$ cat src/rtl/tre_pkg.sv
// shared types and constants for the tcp rto estimator
// item structs, operation and register codes, controller states and commands
// no dependencies
package tre_pkg;

  // widths fixed by the item and register formats
  localparam int unsigned SeqW     = 32;
  localparam int unsigned RttW     = 24;
  localparam int unsigned RtoW     = 16;
  localparam int unsigned GainW    = 9;
  localparam int unsigned MultW    = 5;
  localparam int unsigned GranW    = 10;
  localparam int unsigned CfgIdxW  = 3;
  localparam int unsigned CfgDataW = 16;
  // product widths: gain times 24-bit value, k times variance
  localparam int unsigned ProdW    = GainW + RttW;
  localparam int unsigned TermW    = MultW + RttW;
  localparam int unsigned RsumW    = TermW + 1;

  // register reset values and the full gain
  localparam logic [GainW-1:0] AlphaReset    = 9'd32;
  localparam logic [GainW-1:0] BetaReset     = 9'd64;
  localparam logic [GainW-1:0] GainFull      = 9'd256;
  localparam logic [MultW-1:0] MultReset     = 5'd4;
  localparam logic [GranW-1:0] GranReset     = 10'd1;
  localparam logic [RtoW-1:0]  RtoFloorReset = 16'd1000;
  localparam logic [RtoW-1:0]  RtoCeilReset  = 16'd60000;
  localparam logic [RtoW-1:0]  RtoInitReset  = 16'd3000;

  // operation codes
  typedef enum logic [2:0] {
    OP_MEAS_START = 3'd0,
    OP_ACK        = 3'd1,
    OP_RETX       = 3'd2,
    OP_START      = 3'd3,
    OP_START_DBL  = 3'd4,
    OP_STOP       = 3'd5,
    OP_RESTART    = 3'd6,
    OP_TICK       = 3'd7
  } tre_op_e;

  // configuration register indexes
  typedef enum logic [CfgIdxW-1:0] {
    REG_TIMER_READY = 3'd0,
    REG_ALPHA       = 3'd1,
    REG_BETA        = 3'd2,
    REG_VAR_MULT    = 3'd3,
    REG_GRANULARITY = 3'd4,
    REG_RTO_FLOOR   = 3'd5,
    REG_RTO_CEILING = 3'd6,
    REG_RTO_INITIAL = 3'd7
  } tre_reg_e;

  // controller states
  typedef enum logic [3:0] {
    ST_IDLE,
    ST_EXEC,
    ST_VMUL,
    ST_VSUM,
    ST_SSUM,
    ST_TERM,
    ST_RSUM,
    ST_CLAMP,
    ST_EMIT
  } tre_state_e;

  // input item
  typedef struct packed {
    logic [2:0]      operation;
    logic [SeqW-1:0] seq_number;
  } tre_in_t;

  // result item
  typedef struct packed {
    logic            accepted;
    logic            timer_expired;
    logic            measuring;
    logic            timer_running;
    logic [RttW-1:0] smoothed_rtt;
    logic [RtoW-1:0] current_rto;
  } tre_out_t;

  // controller to datapath commands
  typedef struct packed {
    logic load;
    logic exec;
    logic vmul;
    logic vsum;
    logic ssum;
    logic term;
    logic rsum;
    logic clamp;
    logic emit;
  } tre_cmd_t;

  // datapath to controller status
  typedef struct packed {
    logic ack_hit;
    logic first_sample;
  } tre_status_t;

endpackage

$ cat src/rtl/tre_ctrl.sv
// controller state machine of the tcp rto estimator
// sequences item capture, execution, the rtt sample steps and result hand-off
// depends on tre_pkg
module tre_ctrl (
  input  logic                 clk_i,
  input  logic                 rst_ni,
  input  logic                 in_valid_i,
  output logic                 in_ready_o,
  input  logic                 out_free_i,
  input  tre_pkg::tre_status_t status_i,
  output tre_pkg::tre_cmd_t    cmd_o
);
  import tre_pkg::*;

  tre_state_e state_q, state_d;

  // state register
  always_ff @(posedge clk_i or negedge rst_ni) begin
    if (!rst_ni) begin
      state_q <= ST_IDLE;
    end else begin
      state_q <= state_d;
    end
  end

  // next state
  always_comb begin
    state_d = state_q;
    case (state_q)
      ST_IDLE: begin
        if (in_valid_i) state_d = ST_EXEC;
      end
      ST_EXEC: begin
        if (status_i.ack_hit) begin
          state_d = status_i.first_sample ? ST_TERM : ST_VMUL;
        end else begin
          state_d = ST_EMIT;
        end
      end
      ST_VMUL:  state_d = ST_VSUM;
      ST_VSUM:  state_d = ST_SSUM;
      ST_SSUM:  state_d = ST_TERM;
      ST_TERM:  state_d = ST_RSUM;
      ST_RSUM:  state_d = ST_CLAMP;
      ST_CLAMP: state_d = ST_EMIT;
      ST_EMIT: begin
        if (out_free_i) state_d = ST_IDLE;
      end
      default:  state_d = ST_IDLE;
    endcase
  end

  // outputs
  always_comb begin
    cmd_o      = '0;
    in_ready_o = 1'b0;
    case (state_q)
      ST_IDLE: begin
        in_ready_o = 1'b1;
        cmd_o.load = in_valid_i;
      end
      ST_EXEC:  cmd_o.exec  = 1'b1;
      ST_VMUL:  cmd_o.vmul  = 1'b1;
      ST_VSUM:  cmd_o.vsum  = 1'b1;
      ST_SSUM:  cmd_o.ssum  = 1'b1;
      ST_TERM:  cmd_o.term  = 1'b1;
      ST_RSUM:  cmd_o.rsum  = 1'b1;
      ST_CLAMP: cmd_o.clamp = 1'b1;
      ST_EMIT:  cmd_o.emit  = out_free_i;
      default: begin
        cmd_o      = '0;
        in_ready_o = 1'b0;
      end
    endcase
  end

endmodule

$ cat src/rtl/tre_dp.sv
// datapath of the tcp rto estimator
// configuration registers, measure and timer state, srtt/rttvar/rto arithmetic
// depends on tre_pkg
module tre_dp (
  input  logic                         clk_i,
  input  logic                         rst_ni,
  input  tre_pkg::tre_cmd_t            cmd_i,
  input  tre_pkg::tre_in_t             in_data_i,
  input  logic                         cfg_we_i,
  input  logic [tre_pkg::CfgIdxW-1:0]  cfg_idx_i,
  input  logic [tre_pkg::CfgDataW-1:0] cfg_wdata_i,
  output tre_pkg::tre_status_t         status_o,
  output tre_pkg::tre_out_t            result_o
);
  import tre_pkg::*;

  // configuration registers
  logic             ready_q, ready_d;
  logic [GainW-1:0] alpha_q, alpha_d;
  logic [GainW-1:0] beta_q, beta_d;
  logic [MultW-1:0] kmul_q, kmul_d;
  logic [GranW-1:0] gran_q, gran_d;
  logic [RtoW-1:0]  floor_q, floor_d;
  logic [RtoW-1:0]  ceil_q, ceil_d;
  logic [RtoW-1:0]  init_q, init_d;

  // estimator state
  logic [RttW-1:0]  srtt_q, srtt_d;
  logic [RttW-1:0]  var_q, var_d;
  logic [RtoW-1:0]  rto_q, rto_d;
  logic             valid_q, valid_d;
  logic             m_act_q, m_act_d;
  logic [SeqW-1:0]  mseq_q, mseq_d;
  logic [RttW-1:0]  elapsed_q, elapsed_d;
  logic             t_act_q, t_act_d;
  logic [RtoW-1:0]  t_rem_q, t_rem_d;

  // item and arithmetic payload registers
  tre_op_e          op_q, op_d;
  logic [SeqW-1:0]  seq_q, seq_d;
  logic             ok_q, ok_d;
  logic             exp_q, exp_d;
  logic [RttW-1:0]  diff_q, diff_d;
  logic [ProdW-1:0] p0_q, p0_d;
  logic [ProdW-1:0] p1_q, p1_d;
  logic [TermW-1:0] term_q, term_d;
  logic [RsumW-1:0] rsum_q, rsum_d;

  // helpers
  logic [SeqW-1:0]  ack_delta;
  logic             seq_hit;
  logic [GainW-1:0] a_eff, b_eff;
  logic [ProdW:0]   prod_sum;
  logic [TermW-1:0] term_max;
  logic [RsumW-1:0] rto_floored;
  logic [RtoW:0]    rto_doubled;

  // wrap-aware greater-than of the ack against the measured sequence number
  assign ack_delta = seq_q - mseq_q;
  assign seq_hit   = m_act_q && (ack_delta != '0) && !ack_delta[SeqW-1];

  assign status_o.ack_hit      = (op_q == OP_ACK) && seq_hit;
  assign status_o.first_sample = !valid_q;

  // gains limited to one
  assign a_eff = (alpha_q > GainFull) ? GainFull : alpha_q;
  assign b_eff = (beta_q > GainFull) ? GainFull : beta_q;

  assign prod_sum    = {1'b0, p0_q} + {1'b0, p1_q};
  assign term_max    = (term_q < TermW'(gran_q)) ? TermW'(gran_q) : term_q;
  assign rto_floored = (rsum_q < RsumW'(floor_q)) ? RsumW'(floor_q) : rsum_q;
  assign rto_doubled = {rto_q, 1'b0};

  // next state
  always_comb begin
    ready_d   = ready_q;
    alpha_d   = alpha_q;
    beta_d    = beta_q;
    kmul_d    = kmul_q;
    gran_d    = gran_q;
    floor_d   = floor_q;
    ceil_d    = ceil_q;
    init_d    = init_q;
    srtt_d    = srtt_q;
    var_d     = var_q;
    rto_d     = rto_q;
    valid_d   = valid_q;
    m_act_d   = m_act_q;
    mseq_d    = mseq_q;
    elapsed_d = elapsed_q;
    t_act_d   = t_act_q;
    t_rem_d   = t_rem_q;
    op_d      = op_q;
    seq_d     = seq_q;
    ok_d      = ok_q;
    exp_d     = exp_q;
    diff_d    = diff_q;
    p0_d      = p0_q;
    p1_d      = p1_q;
    term_d    = term_q;
    rsum_d    = rsum_q;

    // capture the item
    if (cmd_i.load) begin
      op_d  = tre_op_e'(in_data_i.operation);
      seq_d = in_data_i.seq_number;
    end

    // apply the operation
    if (cmd_i.exec) begin
      ok_d  = 1'b0;
      exp_d = 1'b0;
      case (op_q)
        OP_MEAS_START: begin
          if (!m_act_q) begin
            m_act_d   = 1'b1;
            mseq_d    = seq_q;
            elapsed_d = '0;
            ok_d      = 1'b1;
          end
        end
        OP_ACK: begin
          if (seq_hit) begin
            m_act_d = 1'b0;
            ok_d    = 1'b1;
            diff_d  = (srtt_q > elapsed_q) ? (srtt_q - elapsed_q) : (elapsed_q - srtt_q);
            // first sample seeds the estimator
            if (!valid_q) begin
              srtt_d  = elapsed_q;
              var_d   = elapsed_q >> 1;
              valid_d = 1'b1;
            end
          end
        end
        OP_RETX: begin
          // karn: a retransmission voids the running measure
          if (seq_hit) begin
            m_act_d = 1'b0;
            ok_d    = 1'b1;
          end
        end
        OP_START: begin
          if (ready_q && !t_act_q) begin
            t_act_d = 1'b1;
            t_rem_d = rto_q;
            ok_d    = 1'b1;
          end
        end
        OP_START_DBL: begin
          if (ready_q && !t_act_q) begin
            if (rto_doubled > (RtoW+1)'(ceil_q)) begin
              rto_d   = ceil_q;
              t_rem_d = ceil_q;
            end else begin
              rto_d   = rto_doubled[RtoW-1:0];
              t_rem_d = rto_doubled[RtoW-1:0];
            end
            t_act_d = 1'b1;
            ok_d    = 1'b1;
          end
        end
        OP_STOP: begin
          if (ready_q && t_act_q) begin
            t_act_d = 1'b0;
            t_rem_d = '0;
            ok_d    = 1'b1;
          end
        end
        OP_RESTART: begin
          // stop then start collapses to a reload when the timer is set up
          if (ready_q) begin
            t_act_d = 1'b1;
            t_rem_d = rto_q;
            ok_d    = 1'b1;
          end
        end
        OP_TICK: begin
          ok_d = 1'b1;
          if (m_act_q && (elapsed_q != '1)) begin
            elapsed_d = elapsed_q + RttW'(1);
          end
          if (t_act_q) begin
            if (t_rem_q <= RtoW'(1)) begin
              t_rem_d = '0;
              t_act_d = 1'b0;
              exp_d   = 1'b1;
            end else begin
              t_rem_d = t_rem_q - RtoW'(1);
            end
          end
        end
        default: begin
          ok_d = 1'b0;
        end
      endcase
    end

    // variance products against the old srtt
    if (cmd_i.vmul) begin
      p0_d = ProdW'(GainFull - b_eff) * ProdW'(var_q);
      p1_d = ProdW'(b_eff) * ProdW'(diff_q);
    end

    // new variance, then the srtt products
    if (cmd_i.vsum) begin
      var_d = prod_sum[RttW+7:8];
      p0_d  = ProdW'(GainFull - a_eff) * ProdW'(srtt_q);
      p1_d  = ProdW'(a_eff) * ProdW'(elapsed_q);
    end

    // new srtt
    if (cmd_i.ssum) begin
      srtt_d = prod_sum[RttW+7:8];
    end

    // variance term of the rto
    if (cmd_i.term) begin
      term_d = TermW'(kmul_q) * TermW'(var_q);
    end

    if (cmd_i.rsum) begin
      rsum_d = RsumW'(srtt_q) + RsumW'(term_max);
    end

    // floor first, ceiling wins
    if (cmd_i.clamp) begin
      rto_d = (rto_floored > RsumW'(ceil_q)) ? ceil_q : rto_floored[RtoW-1:0];
    end

    // configuration writes
    if (cfg_we_i) begin
      case (tre_reg_e'(cfg_idx_i))
        REG_TIMER_READY: begin
          ready_d = cfg_wdata_i[0];
          if (!cfg_wdata_i[0]) begin
            t_act_d = 1'b0;
            t_rem_d = '0;
          end
        end
        REG_ALPHA:       alpha_d = cfg_wdata_i[GainW-1:0];
        REG_BETA:        beta_d  = cfg_wdata_i[GainW-1:0];
        REG_VAR_MULT:    kmul_d  = cfg_wdata_i[MultW-1:0];
        REG_GRANULARITY: gran_d  = cfg_wdata_i[GranW-1:0];
        REG_RTO_FLOOR:   floor_d = cfg_wdata_i[RtoW-1:0];
        REG_RTO_CEILING: ceil_d  = cfg_wdata_i[RtoW-1:0];
        REG_RTO_INITIAL: begin
          init_d = cfg_wdata_i[RtoW-1:0];
          if (!valid_q) rto_d = cfg_wdata_i[RtoW-1:0];
        end
        default: ready_d = ready_q;
      endcase
    end
  end

  // configuration and estimator state
  always_ff @(posedge clk_i or negedge rst_ni) begin
    if (!rst_ni) begin
      ready_q   <= 1'b1;
      alpha_q   <= AlphaReset;
      beta_q    <= BetaReset;
      kmul_q    <= MultReset;
      gran_q    <= GranReset;
      floor_q   <= RtoFloorReset;
      ceil_q    <= RtoCeilReset;
      init_q    <= RtoInitReset;
      srtt_q    <= '0;
      var_q     <= '0;
      rto_q     <= RtoInitReset;
      valid_q   <= 1'b0;
      m_act_q   <= 1'b0;
      mseq_q    <= '0;
      elapsed_q <= '0;
      t_act_q   <= 1'b0;
      t_rem_q   <= '0;
    end else begin
      ready_q   <= ready_d;
      alpha_q   <= alpha_d;
      beta_q    <= beta_d;
      kmul_q    <= kmul_d;
      gran_q    <= gran_d;
      floor_q   <= floor_d;
      ceil_q    <= ceil_d;
      init_q    <= init_d;
      srtt_q    <= srtt_d;
      var_q     <= var_d;
      rto_q     <= rto_d;
      valid_q   <= valid_d;
      m_act_q   <= m_act_d;
      mseq_q    <= mseq_d;
      elapsed_q <= elapsed_d;
      t_act_q   <= t_act_d;
      t_rem_q   <= t_rem_d;
    end
  end

  // item and arithmetic payload
  always_ff @(posedge clk_i) begin
    op_q   <= op_d;
    seq_q  <= seq_d;
    ok_q   <= ok_d;
    exp_q  <= exp_d;
    diff_q <= diff_d;
    p0_q   <= p0_d;
    p1_q   <= p1_d;
    term_q <= term_d;
    rsum_q <= rsum_d;
  end

  // result of the item just executed
  assign result_o.accepted      = ok_q;
  assign result_o.timer_expired = exp_q;
  assign result_o.measuring     = m_act_q;
  assign result_o.timer_running = t_act_q;
  assign result_o.smoothed_rtt  = srtt_q;
  assign result_o.current_rto   = rto_q;

endmodule

$ cat src/rtl/tcp_rto_estimator.sv
// TCP retransmission timeout estimator with rtt measurement and a one-shot
// timer. One operation per item, one result item per operation. Most items
// pass capture, execute and hand-off to reach the output register; an ack
// that ends a measure adds the rto term, sum and clamp, and after the first
// sample the gain products and sums ahead of them, each registered in the
// datapath. A new item is taken as soon as the previous result sits in the
// output register, even while it waits. Configuration registers are to be
// written through cfg_we_i/cfg_idx_i/cfg_wdata_i only while no item is in
// flight, not enforced by the block; writing 0 to timer_ready stops the timer
// top level: instantiates tre_ctrl and tre_dp, holds the output register
// depends on tre_pkg
module tcp_rto_estimator (
  input  logic                         clk_i,
  input  logic                         rst_ni,
  input  logic                         in_valid_i,
  output logic                         in_ready_o,
  input  tre_pkg::tre_in_t             in_data_i,
  output logic                         out_valid_o,
  input  logic                         out_ready_i,
  output tre_pkg::tre_out_t            out_data_o,
  input  logic                         cfg_we_i,
  input  logic [tre_pkg::CfgIdxW-1:0]  cfg_idx_i,
  input  logic [tre_pkg::CfgDataW-1:0] cfg_wdata_i
);
  import tre_pkg::*;

  tre_cmd_t    cmd;
  tre_status_t status;
  tre_out_t    result;
  logic        out_free;
  logic        out_valid_q, out_valid_d;
  tre_out_t    out_q, out_d;

  assign out_free = !out_valid_q || out_ready_i;

  // controller
  tre_ctrl u_ctrl (
    .clk_i      (clk_i),
    .rst_ni     (rst_ni),
    .in_valid_i (in_valid_i),
    .in_ready_o (in_ready_o),
    .out_free_i (out_free),
    .status_i   (status),
    .cmd_o      (cmd)
  );

  // datapath
  tre_dp u_dp (
    .clk_i       (clk_i),
    .rst_ni      (rst_ni),
    .cmd_i       (cmd),
    .in_data_i   (in_data_i),
    .cfg_we_i    (cfg_we_i),
    .cfg_idx_i   (cfg_idx_i),
    .cfg_wdata_i (cfg_wdata_i),
    .status_o    (status),
    .result_o    (result)
  );

  // output register
  always_comb begin
    out_valid_d = out_valid_q;
    out_d       = out_q;
    if (out_valid_q && out_ready_i) out_valid_d = 1'b0;
    if (cmd.emit) begin
      out_valid_d = 1'b1;
      out_d       = result;
    end
  end

  always_ff @(posedge clk_i or negedge rst_ni) begin
    if (!rst_ni) begin
      out_valid_q <= 1'b0;
    end else begin
      out_valid_q <= out_valid_d;
    end
  end

  always_ff @(posedge clk_i) begin
    out_q <= out_d;
  end

  assign out_valid_o = out_valid_q;
  assign out_data_o  = out_q;

endmodule

$ cat config.mk
export PLATFORM = sky130hd
export DESIGN_NAME = tcp_rto_estimator
export DESIGN_NICKNAME = d
export VERILOG_FILES = /design/src/rtl/tre_pkg.sv /design/src/rtl/tre_ctrl.sv /design/src/rtl/tre_dp.sv /design/src/rtl/tcp_rto_estimator.sv
export SDC_FILE = /design/constraint.sdc
export NUM_CORES = 2
export LEC_CHECK = 0
export ABC_AREA = 1
export BUFFER_PORTS_ARGS = -buffer_cell sky130_fd_sc_hd__buf_2
export CORE_MARGIN = 2
export CORE_UTILIZATION = 65
export CTS_BUF_LIST = sky130_fd_sc_hd__clkbuf_8
export CTS_CLUSTER_DIAMETER = 200
export DETAILED_ROUTE_END_ITERATION = 10
export GPL_TIMING_DRIVEN = 0
export HOLD_SLACK_MARGIN = 0.15
export MAX_ROUTING_LAYER = met4
export PLACE_DENSITY_LB_ADDON = 0.2
export SYNTH_ARGS = -nofsm -noshare
export SYNTH_HDL_FRONTEND = slang
export SYNTH_HIERARCHICAL = 1
export SYNTH_SLANG_ARGS = --single-unit
$ cat constraint.sdc
create_clock -name clk_i -period 9.5 [get_ports clk_i]
set_input_delay 0.475 -clock clk_i [delete_from_list [all_inputs] [get_ports clk_i]]
set_output_delay 0.475 -clock clk_i [all_outputs]
set_load 0.1 [all_outputs]
==> impl_metrics.csv <==
group,metric,value,unit
global_route,grt_pass1_vias,57600,
place,preCtsSetupSlack,0.334,ns
sta,hold_ws,0.170,ns
synthesis,synth-edff-count,228,
worst_setup_path,cpPeakStageDelay,0.71,ns
synthesis,yosysSeqAreaShare,20.0,%
sta,final-setup-viol-count,0,
global_route,grt_usage,48.2,%
global_route,grt_use_met1,55.5,%
worst_setup_path,worst-path-max-fanout,10,
min_path,hold_path_class,"input pin to flip-flop",
power_and_ir_drop,ir_drop,0.245,mV
sta,max_freq,0.107,GHz
sta,worst_pin_slew,1.37,ns
cells_and_area,drive_gt1_share,4.61,%
sta,final.min_clock_period,9.38,ns
routing,post-route-drc-count,0,
routing,drtIter0Drc,6955,
sta,setup_tns,0,ns
synthesis,ys_top_cells_by_area,"fa_1 (24%), nand2_1 (12%), edfxtp_1 (11%), ha_1 (10%), inv_1 (9.9%)",
place,place_congestion,1.11,
worst_setup_path,ff2ff_setup_slack,0.12,ns
synthesis,synth_top_cell_area_share,24.0,%
synthesis,ys_ff_latch,438,
global_route,grt_max_degree,107,
synthesis,synth_cell_types,69,
power_and_ir_drop,p_leak,33.6,nW
global_route,overflow,0,
worst_setup_path,crit_arrival,9.88,ns
global_route,grt.met2_usage,72.5,%
synthesis,yosysTopAreaCell,"fa_1",
clock_tree,clock_sinks,438,
synthesis,syn_inst,7993,
clock_tree,cts_buffers,80,
synthesis,syn-mean-instance-area,7.59,µm²
die,die-area,0.0957,mm²
worst_setup_path,slowest_stage,"nor2_1",
global_route,grt_first_pass_wirelength,334000,µm
die,start_util,65.3,%
routing,ant_nets,0,
global_route,grt-busiest-layer,"met2",
clock_tree,root_buffer,"clkbuf_8",
die,die-width,309,µm
routing,wl,221000,µm
cells_and_area,syn_to_final_growth,7.72,%
sta,finalCritPeriodShare,98.8,%
die,num_rows,112,
die,core,0.0929,mm²
power_and_ir_drop,power.density,218,mW/mm²
cells_and_area,nFillCells,7309,
worst_setup_path,criticalPathCategory,"flip-flop to flip-flop",
worst_setup_path,end_kind,"flip-flop",
clock_tree,insertion_delay,0.80,ns
job,cap_violations,0,
sta,timing.final.ws_setup,0.117,ns
clock_tree,cts_tree,"built",
routing,dr.pass1.iters,7,
clock_tree,cts.path.max_buffers,3,
die,io-pin-count,105,
synthesis,synthArstFlopShare,47.9,%
clock_tree,cts_setup_buffers,0,
run_status,status,"finished clean",
routing,vias,58000,
die,die_h,309,µm
synthesis,synth_flop_cell,"edfxtp_1",
clock_tree,clk_pin_slew,0.08,ns
worst_setup_path,crit_required,9.99,ns
sta,hold_viol,0,
routing,viasPerCell,6.02,
global_route,use_met3,15.2,%
place,portBuffers,104,
clock_tree,htreeDepth,3,
sta,grt_setup_unrepaired,"false",
place,post-dp-hpwl,177000,µm
synthesis,ys_warn_count,6,
sta,slew_viol_final,0,
sta,fin_worst_skew,0.0764,ns
synthesis,syn_area,0.0606,mm²
sta,slew-limit-headroom,7.60,%
cells_and_area,nNetsFinal,9561,
worst_setup_path,startpoint_type,"flip-flop",
global_route,antenna_found_initial,29,
routing,wl_per_cell,23.0,µm
## through the flow
stage	utilization, %	power (mW)	instance area (µm²)	std cells
after CTS	70.2	13.8	65200	9605
after global placement	67.7	11.6	62900	9395
after detailed placement	67.9	11.8	63100	9405
after floorplan	-	8.57	60800	8037
after global routing	70.3	15.0	65300	9632
final	70.3	14.3	65300	9635
## metal layers
metal | vias up | share of wire (%)
li1 | 25500 | -
met1 | 27600 | 35
met2 | 3846 | 44
met3 | 1063 | 12
met4 | 0 | 8.3
met5 | - | 0
## report_power, final
part,total [mW],switching [mW],internal (mW)
sequential,2.93,0.340,2.59
combinational,9.38,6.78,2.60
clock,1.94,0.963,0.978
## cells in the final DEF, fill, tap and decap left out, types with 13 or more instances in the layout
| master | netlist | layout |
|---|---|---|
| buf_1 | 35 | 34 |
| inv_1 | 1598 | 1623 |
| dfstp_2 | 25 | 25 |
| buf_2 | 20 | 123 |
| dfrtp_1 | 185 | 185 |
| o31ai_1 | 16 | 16 |
| o211ai_1 | 22 | 22 |
| clkinv_2 | 0 | 16 |
| a31oi_1 | 39 | 39 |
| xnor2_1 | 55 | 55 |
| conb_1 | 2 | 46 |
| or2_2 | 20 | 19 |
| clkbuf_1 | 218 | 218 |
| clkbuf_8 | 0 | 88 |
| clkinv_1 | 15 | 21 |
| nand4_1 | 126 | 126 |
| nor3_1 | 60 | 59 |
| a21oi_1 | 423 | 423 |
| inv_2 | 20 | 20 |
| o21a_1 | 16 | 16 |
| fa_1 | 728 | 728 |
| dlygate4sd3_1 | 0 | 52 |
| o21ai_0 | 454 | 453 |
| nand3_1 | 258 | 258 |
| o21bai_1 | 31 | 31 |
| nor4_1 | 28 | 27 |
| a21o_1 | 17 | 17 |
| buf_4 | 8 | 13 |
| nand2_1 | 2006 | 2006 |
| nor2_1 | 597 | 595 |
| xor2_1 | 106 | 106 |
| diode_2 | 0 | 30 |
| ha_1 | 489 | 489 |
| edfxtp_1 | 228 | 228 |
## layout make-up
cell class                      count  area [µm²]  share of cell area, %
Clock inverter                     61         444                  0.680
Tap cell                         1254        1570                   2.40
Timing Repair Buffer              167        1210                   1.85
Inverter                         1634        6140                   9.39
Buffer                            288        1180                   1.81
Sequential cell                   438       12100                   18.6
Multi-Input combinational cell   5676       41400                   63.3
Antenna cell                       30        75.1                  0.115
Clock buffer                       87        1200                   1.83
## registers in the layout, summed over array words and instances (netlist names), 16 cells and up
| register | flops |
|---|---|
| u_dp/mseq_q | 32 |
| u_dp/floor_q | 16 |
| u_dp/rto_q | 16 |
| out_data_o | 44 |
| u_dp/p1_q | 32 |
| u_dp/var_q | 24 |
| u_dp/ceil_q | 16 |
| u_dp/t_rem_q | 16 |
| u_dp/seq_q | 32 |
| u_dp/p0_q | 32 |
| u_dp/diff_q | 24 |
| u_dp/srtt_q | 24 |
| u_dp/term_q | 29 |
| u_dp/rsum_q | 30 |
| u_dp/elapsed_q | 24 |
## worst max-delay path, delay by kind of cell, from the launching register on
family,cells,cell delay [ns]
buf+inv,7,1.44
simple gates,11,3.08
fa+ha+maj,7,3.27
compound gates,3,0.88
flops,1,0.39
## cell families (layout without fill, tap and decap cells)
kind of cell,count (synthesis),count (layout),share of synthesized area [%]
xor+xnor,163,163,2.42
simple gates,3159,3159,21.4
buf+inv,1923,2237,12.1
mux,1,1,0.0165
flops,438,438,20.0
compound gates,1090,1090,9.94
other cells,2,76,0.0124
fa+ha+maj,1217,1217,34.1
## synthesized netlist by cell type, types with 7 or more instances
cell type,n
edfxtp_1,228
nand3_1,258
clkbuf_1,218
a31oi_1,39
nor4_1,28
or2_2,20
nor3_1,60
nand2_1,2006
o31ai_1,16
o21bai_1,31
dfstp_2,25
buf_2,20
o2111ai_1,12
nor2_1,597
a211oi_1,7
o21ai_0,454
nand4_1,126
o221ai_1,12
clkinv_1,15
a221oi_1,9
a21o_1,17
buf_1,35
a21oi_1,423
fa_1,728
nand3b_1,10
buf_4,8
xnor2_1,55
nor2_2,9
dfrtp_1,185
nand2_2,9
xor2_1,106
o211ai_1,22
inv_1,1598
and2_1,8
ha_1,489
inv_2,20
o21a_1,16
## final timing paths
path / to / depth (start not counted) / startpoint
hold reg to reg: u_dp/beta_q[7] / 2 / u_dp/beta_q[7]
max in group asynchronous: u_dp/t_rem_q[6] / 4 / rst_ni
setup / recovery: u_dp/p0_q[31] / 28 / u_dp/alpha_q[8]
min in group asynchronous: u_dp/rto_q[14] / 3 / rst_ni
hold / removal: u_ctrl/state_q[0] / 5 / in_valid_i
setup reg to reg: u_dp/p0_q[31] / 28 / u_dp/alpha_q[8]
## repair_timing
action                                  4_1_cts  5_1_grt
endpoints found under the setup margin        0        1
hold buffers                                 52        0
hold endpoints to repair                    261        0
gates resized for setup                       0        1
Note: power is estimated with default switching activity, not from simulation.
